==> config.mk <==
export PLATFORM = sky130hd
export DESIGN_NAME = rational_normalizer
export DESIGN_NICKNAME = d
export VERILOG_FILES = /design/src/rtl/rn_pkg.sv /design/src/rtl/rational_normalizer.sv /design/src/rtl/rn_sub.sv /design/src/rtl/rn_core.sv
export VERILOG_INCLUDE_DIRS = /design/src /design/src/rtl
export SDC_FILE = /design/constraint.sdc
export NUM_CORES = 1
export LEC_CHECK = 0
export ABC_CLOCK_PERIOD_IN_PS = 7800
export BUFFER_PORTS_ARGS = -buffer_cell sky130_fd_sc_hd__buf_2
export CAP_MARGIN = 20
export CORE_AREA = 2 2 211 213
export CTS_CLUSTER_SIZE = 40
export DETAILED_ROUTE_END_ITERATION = 12
export DIE_AREA = 0 0 213 215
export SLEW_MARGIN = 20
export SYNTH_ARGS = -nofsm -noshare
export SYNTH_HDL_FRONTEND = slang
export SYNTH_SLANG_ARGS = --single-unit
export TNS_END_PERCENT = 30
==> constraint.sdc <==
create_clock -name clk -period 7.8 [get_ports clk]
set_input_delay 0.78 -clock clk [delete_from_list [all_inputs] [get_ports clk]]
set_output_delay 0.78 -clock clk [all_outputs]
set_load 0.02 [all_outputs]
==> src/rtl/rational_normalizer_macros.svh <==
// Assertion macros for the rational normaliser RTL.
`ifndef RATIONAL_NORMALIZER_MACROS_SVH
`define RATIONAL_NORMALIZER_MACROS_SVH
`ifndef SYNTHESIS
`define RN_ASSERT_SAME(lbl, ante, cons, msg) \
  lbl: assert property (@(posedge clk) disable iff (rst) (ante) |-> (cons)) else $error(msg);
`define RN_ASSERT_NEXT(lbl, ante, cons, msg) \
  lbl: assert property (@(posedge clk) disable iff (rst) (ante) |=> (cons)) else $error(msg);
`else
`define RN_ASSERT_SAME(lbl, ante, cons, msg)
`define RN_ASSERT_NEXT(lbl, ante, cons, msg)
`endif
`endif

==> src/rtl/rn_pkg.sv <==
// Types shared by the rational normaliser modules.
package rn_pkg;

  typedef enum logic [2:0] {
    ST_IDLE,
    ST_GCD,
    ST_SHIFT,
    ST_DIV_NUM,
    ST_DIV_DEN,
    ST_DONE
  } rn_state_t;

  typedef struct packed {
    logic idle;
    logic done;
  } rn_status_t;

endpackage

==> src/rtl/rational_normalizer.sv <==
// A zero numerator goes from the input transfer straight to the done state. Any other input
// runs the binary GCD loop, the shift back of common factors of two and two restoring
// divisions of DATA_WIDTH-1 steps each, all on one subtractor.
// Only one item is in work at a time; the next transfer can be taken in the cycle after the
// result enters the output register, so a waiting result does not hold up the core.
// Synchronous reset returns the sequencer to idle and empties the output register.
`include "rational_normalizer_macros.svh"

module rational_normalizer
  import rn_pkg::*;
#(
  parameter int DATA_WIDTH = 32
) (
  input  logic                         clk,
  input  logic                         rst,
  input  logic                         req_valid,
  output logic                         req_stall,
  input  logic signed [DATA_WIDTH-1:0] num_in,
  input  logic signed [DATA_WIDTH-1:0] den_in,
  output logic                         rsp_valid,
  input  logic                         rsp_stall,
  output logic signed [DATA_WIDTH-1:0] num_out,
  output logic [DATA_WIDTH-2:0]        den_out,
  output logic                         invalid
);

  localparam logic [DATA_WIDTH-2:0] DEN_ONE = (DATA_WIDTH-1)'(1);

  rn_status_t            status;
  logic [DATA_WIDTH-2:0] qn, qd;
  logic                  sgn, inv;
  logic                  start, take;
  logic [DATA_WIDTH-1:0] num_mag;

  // No transfer is taken while reset is held.
  assign req_stall = rst || !status.idle;
  assign start     = req_valid && !req_stall;
  assign take      = status.done && (!rsp_valid || !rsp_stall);
  assign num_mag   = {1'b0, qn};

  rn_core #(.DATA_WIDTH(DATA_WIDTH)) u_core (
    .clk    (clk),
    .rst    (rst),
    .start  (start),
    .num_in (num_in),
    .den_in (den_in),
    .take   (take),
    .status (status),
    .qn     (qn),
    .qd     (qd),
    .sgn    (sgn),
    .inv    (inv)
  );

  always_ff @(posedge clk) begin
    if (rst) begin
      rsp_valid <= 1'b0;
    end else if (take) begin
      rsp_valid <= 1'b1;
    end else if (!rsp_stall) begin
      rsp_valid <= 1'b0;
    end
  end

  always_ff @(posedge clk) begin
    if (take) begin
      num_out <= sgn ? -num_mag : num_mag;
      den_out <= qd;
      invalid <= inv;
    end
  end

  `RN_ASSERT_SAME(a_invalid_zero, rsp_valid && invalid, num_out == '0 && den_out == DEN_ONE, "not 0/1")
  `RN_ASSERT_NEXT(a_busy_after_start, req_valid && !req_stall, req_stall, "idle after transfer")
  `RN_ASSERT_NEXT(a_result_loaded, status.done && !rsp_valid, rsp_valid, "result not loaded")

endmodule

==> src/rtl/rn_sub.sv <==
// Shared subtractor and magnitude comparator used by the GCD and division steps of the core.
module rn_sub #(
  parameter int WIDTH = 32
) (
  input  logic [WIDTH-1:0] x,
  input  logic [WIDTH-1:0] y,
  output logic [WIDTH-1:0] diff,
  output logic             borrow
);

  assign {borrow, diff} = {1'b0, x} - {1'b0, y};

endmodule

==> src/rtl/rn_core.sv <==
// Sequencer for binary GCD and two restoring divisions over one subtractor.
module rn_core
  import rn_pkg::*;
#(
  parameter int DATA_WIDTH = 32
) (
  input  logic                         clk,
  input  logic                         rst,
  input  logic                         start,
  input  logic signed [DATA_WIDTH-1:0] num_in,
  input  logic signed [DATA_WIDTH-1:0] den_in,
  input  logic                         take,
  output rn_status_t                   status,
  output logic [DATA_WIDTH-2:0]        qn,
  output logic [DATA_WIDTH-2:0]        qd,
  output logic                         sgn,
  output logic                         inv
);

  localparam int M  = DATA_WIDTH - 1;
  localparam int CW = $clog2(M);

  rn_state_t state, state_next;

  logic [M-1:0]  a, a_next, b, b_next;
  logic [M-1:0]  nmag, nmag_next, dmag, dmag_next;
  logic [M-1:0]  dq, dq_next, rem, rem_next;
  logic [M-1:0]  qn_next, qd_next;
  logic [CW-1:0] k, k_next, cnt, cnt_next;
  logic          sgn_next, inv_next;

  logic [M:0]    sub_x, sub_y, diff;
  logic          borrow;

  logic [DATA_WIDTH-1:0] num_neg, den_neg;
  logic [M-1:0]          nmag_in, dmag_in;

  rn_sub #(.WIDTH(M + 1)) u_sub (
    .x      (sub_x),
    .y      (sub_y),
    .diff   (diff),
    .borrow (borrow)
  );

  // The most negative input saturates to the largest positive magnitude.
  assign num_neg = -num_in;
  assign den_neg = -den_in;
  assign nmag_in = num_in[M] ? (num_neg[M] ? {M{1'b1}} : num_neg[M-1:0]) : num_in[M-1:0];
  assign dmag_in = den_in[M] ? (den_neg[M] ? {M{1'b1}} : den_neg[M-1:0]) : den_in[M-1:0];

  assign status.idle = (state == ST_IDLE);
  assign status.done = (state == ST_DONE);

  always_ff @(posedge clk) begin
    if (rst) begin
      state <= ST_IDLE;
    end else begin
      state <= state_next;
    end
  end

  always_ff @(posedge clk) begin
    a    <= a_next;
    b    <= b_next;
    k    <= k_next;
    nmag <= nmag_next;
    dmag <= dmag_next;
    dq   <= dq_next;
    rem  <= rem_next;
    cnt  <= cnt_next;
    qn   <= qn_next;
    qd   <= qd_next;
    sgn  <= sgn_next;
    inv  <= inv_next;
  end

  always_comb begin
    state_next = state;
    a_next     = a;
    b_next     = b;
    k_next     = k;
    nmag_next  = nmag;
    dmag_next  = dmag;
    dq_next    = dq;
    rem_next   = rem;
    cnt_next   = cnt;
    qn_next    = qn;
    qd_next    = qd;
    sgn_next   = sgn;
    inv_next   = inv;
    sub_x      = {1'b0, a};
    sub_y      = {1'b0, b};
    case (state)
      ST_IDLE: begin
        if (start) begin
          nmag_next = nmag_in;
          dmag_next = dmag_in;
          // b holds the nonzero numerator so that it never reaches zero.
          a_next    = dmag_in;
          b_next    = nmag_in;
          k_next    = '0;
          sgn_next  = num_in[M] ^ den_in[M];
          inv_next  = 1'b0;
          if (nmag_in == '0) begin
            qn_next    = '0;
            qd_next    = M'(1);
            sgn_next   = 1'b0;
            inv_next   = (dmag_in == '0);
            state_next = ST_DONE;
          end else begin
            state_next = ST_GCD;
          end
        end
      end
      ST_GCD: begin
        if (a == '0) begin
          state_next = ST_SHIFT;
        end else if (!a[0] && !b[0]) begin
          a_next = {1'b0, a[M-1:1]};
          b_next = {1'b0, b[M-1:1]};
          k_next = k + 1'b1;
        end else if (!a[0]) begin
          a_next = {1'b0, a[M-1:1]};
        end else if (!b[0]) begin
          b_next = {1'b0, b[M-1:1]};
        end else if (!borrow) begin
          a_next = diff[M:1];
        end else begin
          a_next = b;
          b_next = a;
        end
      end
      ST_SHIFT: begin
        if (k == '0) begin
          dq_next    = nmag;
          rem_next   = '0;
          cnt_next   = CW'(M - 1);
          state_next = ST_DIV_NUM;
        end else begin
          b_next = {b[M-2:0], 1'b0};
          k_next = k - 1'b1;
        end
      end
      ST_DIV_NUM, ST_DIV_DEN: begin
        sub_x    = {rem, dq[M-1]};
        sub_y    = {1'b0, b};
        rem_next = borrow ? sub_x[M-1:0] : diff[M-1:0];
        dq_next  = {dq[M-2:0], ~borrow};
        cnt_next = cnt - 1'b1;
        if (cnt == '0) begin
          if (state == ST_DIV_NUM) begin
            qn_next    = {dq[M-2:0], ~borrow};
            dq_next    = dmag;
            rem_next   = '0;
            cnt_next   = CW'(M - 1);
            state_next = ST_DIV_DEN;
          end else begin
            qd_next    = {dq[M-2:0], ~borrow};
            state_next = ST_DONE;
          end
        end
      end
      ST_DONE: begin
        if (take) begin
          state_next = ST_IDLE;
        end
      end
      default: begin
        state_next = ST_IDLE;
      end
    endcase
  end

endmodule
==> results.tsv <==
stage	metric	value	unit
clocking	cts repair resizes	0	
clocking	maximum count of clock buffers along a single path	3	
setup_path	Worst Reg2Reg Path Length in Cells	16	
placement	Port Buffers	133	
detailed_routing	count of nets left with antenna violations after detail routing	0	
logic_synthesis	distinct cell type count of the synthesized netlist	87	
worst_hold_path	type of the most critical hold path	reg2reg	
clocking	clock tree root driver cell	sky130_fd_sc_hd__clkbuf_16	
final_layout	final non-filler cell total	2454	
final_layout	number of flip-flops under the largest register name	32	
logic_synthesis	Synth Warn #	0	
clocking	clock latency on the worst-skew pair	550	ps
grt	vias in the first global route	13300	
clocking	clock tree from TritonCTS	built	
timing	post-layout minimum cycle time	5500	ps
logic_synthesis	share of the yosys chip area belonging to registers	0.530	
setup_path	launching point of the worst reg2reg path	u_core.state[2]	
pwr	total leakage power	7.62	nW
timing	unrepaired setup endpoints after global routing	no	
timing	ratio of final minimum period to clock period	0.705	
setup_path	required time at the worst-slack endpoint	8070	ps
detailed_routing	total number of vias	14100	
logic_synthesis	mean instance size in the synthesized netlist	10.6	um^2
pwr	peak supply drop	0.140	mV
grt	number of antenna violations at the first check in global routing	3	
grt	total global routing overflow	0	
timing	Setup WS post-layout	2300	ps
setup_path	Critical Setup Path Class	reg2reg	
clocking	post-CTS setup buffers	0	
timing	setup TNS after final layout	0	ps
placement	routability congestion estimate from global placement	0.944	
logic_synthesis	EDFF count, synth	324	
final_layout	share of cells above drive strength 1	0.135	
setup_path	CP Launch Point	u_core.state[2]	
clocking	total clock buffers created by CTS	36	
timing	number of hold violations in the final report	0	
clocking	hold bufs inserted after CTS	0	
timing	Setup violations, final	0	
setup_path	critical path fanouts, max	49	
clocking	Clk pin slew, worst setup/hold paths	60	ps
final_layout	Layout Nets	1943	
final_layout	top register by number of flip-flops	num_out	
setup_path	startpoint kind of the worst setup timing path	flip-flop	
pwr	total power per unit cell area	239	nW/um^2
setup_path	reg-to-reg endpoint	u_core.a[13]	
die	floorplan die height	215	um
logic_synthesis	ys flop type	sky130_fd_sc_hd__edfxtp_1	
timing	remaining max-slew budget at the tightest pin	0.376	
worst_hold_path	launch point of the worst hold path	u_core.qd[15]	
status	outcome	complete, no violations	
logic_synthesis	Synth area leader	sky130_fd_sc_hd__edfxtp_1	
timing	Fmax	0.182	GHz
detailed_routing	via density per instance	5.76	
detailed_routing	DRC violations left	0	
timing	worst setup skew after layout	15.8	ps
final_layout	count of filler cells inserted in the layout	4010	
final_layout	Syn-to-layout area delta	12.3	%
detailed_routing	routed length per instance	20.8	um
timing	pin slew with the least headroom to its limit	926	ps
die	area enclosed by the die boundary	45800	um^2
grt	total global-route track usage	0.222	
logic_synthesis	cell area after synthesis	18500	um^2
setup_path	Critical Path Sink	u_core.a[13]	
die	Site Rows	77	
detailed_routing	drt first-iter violations	1243	
logic_synthesis	area share of the largest cell type after synthesis	0.526	
detailed_routing	1st-pass router iterations	5	
die	area of the core	43600	um^2
placement	placed cells	2389	
die	number of top-level pins	134	
clocking	CTS Sinks	328	
placement	HPWL after detailed placement	37.5	mm
final_layout	commonest non-fill, non-tap cell in the layout	sky130_fd_sc_hd__edfxtp_1	
die	starting density of the core	0.424	
setup_path	critical path endpoint category	flip-flop	
clocking	H-tree Lvls	2	
die	die extent in x	213	um
detailed_routing	total wirelength of the detailed-routed design	51.0	mm
placement	setup slack at placement	2280	ps
grt	first-pass GRT wire length	78.6	mm
grt	maximum number of pins on one net before global-route repair	66	
run	max-capacitance violation count	0	
logic_synthesis	top cells by area in the synthesized netlist	sky130_fd_sc_hd__edfxtp_1, sky130_fd_sc_hd__nand2_1, sky130_fd_sc_hd__a21oi_1, sky130_fd_sc_hd__o21ai_0, sky130_fd_sc_hd__xor2_1	
final_layout	most frequent cells in the layout	sky130_fd_sc_hd__edfxtp_1, sky130_fd_sc_hd__nand2_1, sky130_fd_sc_hd__buf_2	
logic_synthesis	fraction of registers with async set/reset	0	
setup_path	reg-to-reg setup timing slack	2300	ps
setup_path	arrival time of data at the critical path endpoint	5770	ps
logic_synthesis	Synth Instances	1745	
logic_synthesis	number of flip-flops and latches in the synthesized netlist	328	
logic_synthesis	synthesized netlist net count	1853	
timing	Slew Limit Fails	0	
-- cells in the mapped netlist (38+ instances only) --
| cell | n |
|---|---|
| sky130_fd_sc_hd__edfxtp_1 | 324 |
| sky130_fd_sc_hd__nand2_1 | 246 |
| sky130_fd_sc_hd__a21oi_1 | 109 |
| sky130_fd_sc_hd__o21ai_0 | 109 |
| sky130_fd_sc_hd__clkbuf_1 | 82 |
| sky130_fd_sc_hd__nor2_1 | 82 |
| sky130_fd_sc_hd__and2_1 | 66 |
| sky130_fd_sc_hd__inv_1 | 58 |
| sky130_fd_sc_hd__xor2_1 | 57 |
| sky130_fd_sc_hd__xnor2_1 | 43 |
| sky130_fd_sc_hd__a221o_1 | 39 |
| sky130_fd_sc_hd__ha_1 | 38 |
-- final cells by class --
cell class,instances,area (um^2),area share
Antenna cell,4,10.0,0.000482
Clock buffer,43,927,0.0446
Clock inverter,18,180,0.00867
Inverter,61,229,0.0110
Multi-Input combinational cell,1252,8040,0.387
Sequential cell,328,9810,0.472
Tap cell,592,741,0.0357
Timing Repair Buffer,156,838,0.0404
-- power breakdown --
part	internal, mW	total (mW)	leakage, nW	switching (mW)
clock	0.948	1.63	0.531	0.684
sequential	2.05	2.15	2.92	0.0960
combinational	0.427	1.19	4.17	0.761
total	3.43	4.97	7.62	1.54
-- worst min-delay path by stage --
stage	cells after the start	slack (ps)	end
after detailed placement	0	400	den_out[15]
final	0	420	den_out[15]
after floorplan	0	400	den_out[0]
after global routing	0	430	den_out[6]
after global placement	0	410	den_out[30]
after CTS	0	420	den_out[9]
-- through the flow --
stage	hold slack [ps]	util	power, mW	cell area (um^2)
4_1_cts	418	0.476	4.99	20800
3_3_place_gp	407	0.450	3.33	19700
5_1_grt	433	0.476	5.21	20800
6_report	417	0.476	4.97	20800
3_5_place_dp	405	0.450	3.35	19700
2_1_floorplan	400	-	3.00	18500
-- logic make-up (layout without fill, tap and decap cells) --
| group | Yosys count | in the layout | synth area share |
|---|---|---|---|
| other cells | 0 | 4 | 0 |
| fa+ha+maj | 40 | 40 | 0.0279 |
| buf+inv | 165 | 278 | 0.0392 |
| simple gates | 606 | 606 | 0.164 |
| xor+xnor | 100 | 100 | 0.0474 |
| mux | 39 | 39 | 0.0212 |
| compound gates | 467 | 467 | 0.170 |
| flops | 328 | 328 | 0.530 |
-- worst max-delay path: stages (launching register included) --
cell and delay (ps):
sky130_fd_sc_hd__dfxtp_1 560, sky130_fd_sc_hd__nand3b_1 280, sky130_fd_sc_hd__and2_2 660, sky130_fd_sc_hd__buf_4 510, sky130_fd_sc_hd__nand2_1 140, sky130_fd_sc_hd__nand2_1 80, sky130_fd_sc_hd__ha_1 310, sky130_fd_sc_hd__a21o_1 210
sky130_fd_sc_hd__a221o_1 290, sky130_fd_sc_hd__o41ai_1 340, sky130_fd_sc_hd__o21ai_0 120, sky130_fd_sc_hd__a21oi_1 340, sky130_fd_sc_hd__o21a_2 310, sky130_fd_sc_hd__buf_4 510, sky130_fd_sc_hd__or3_1 230, sky130_fd_sc_hd__a21boi_0 180
sky130_fd_sc_hd__o22ai_1 90
-- layer usage --
layer | wire (um) | GRT usage | up-vias
met5 | 15 | 0 | -
met3 | 3830 | 0.0349 | 108
li1 | - | - | 6737
met1 | 22600 | 0.319 | 6745
met4 | 2140 | 0.0953 | 2
met2 | 22400 | 0.333 | 541
Power figures use the tool's default switching activity.
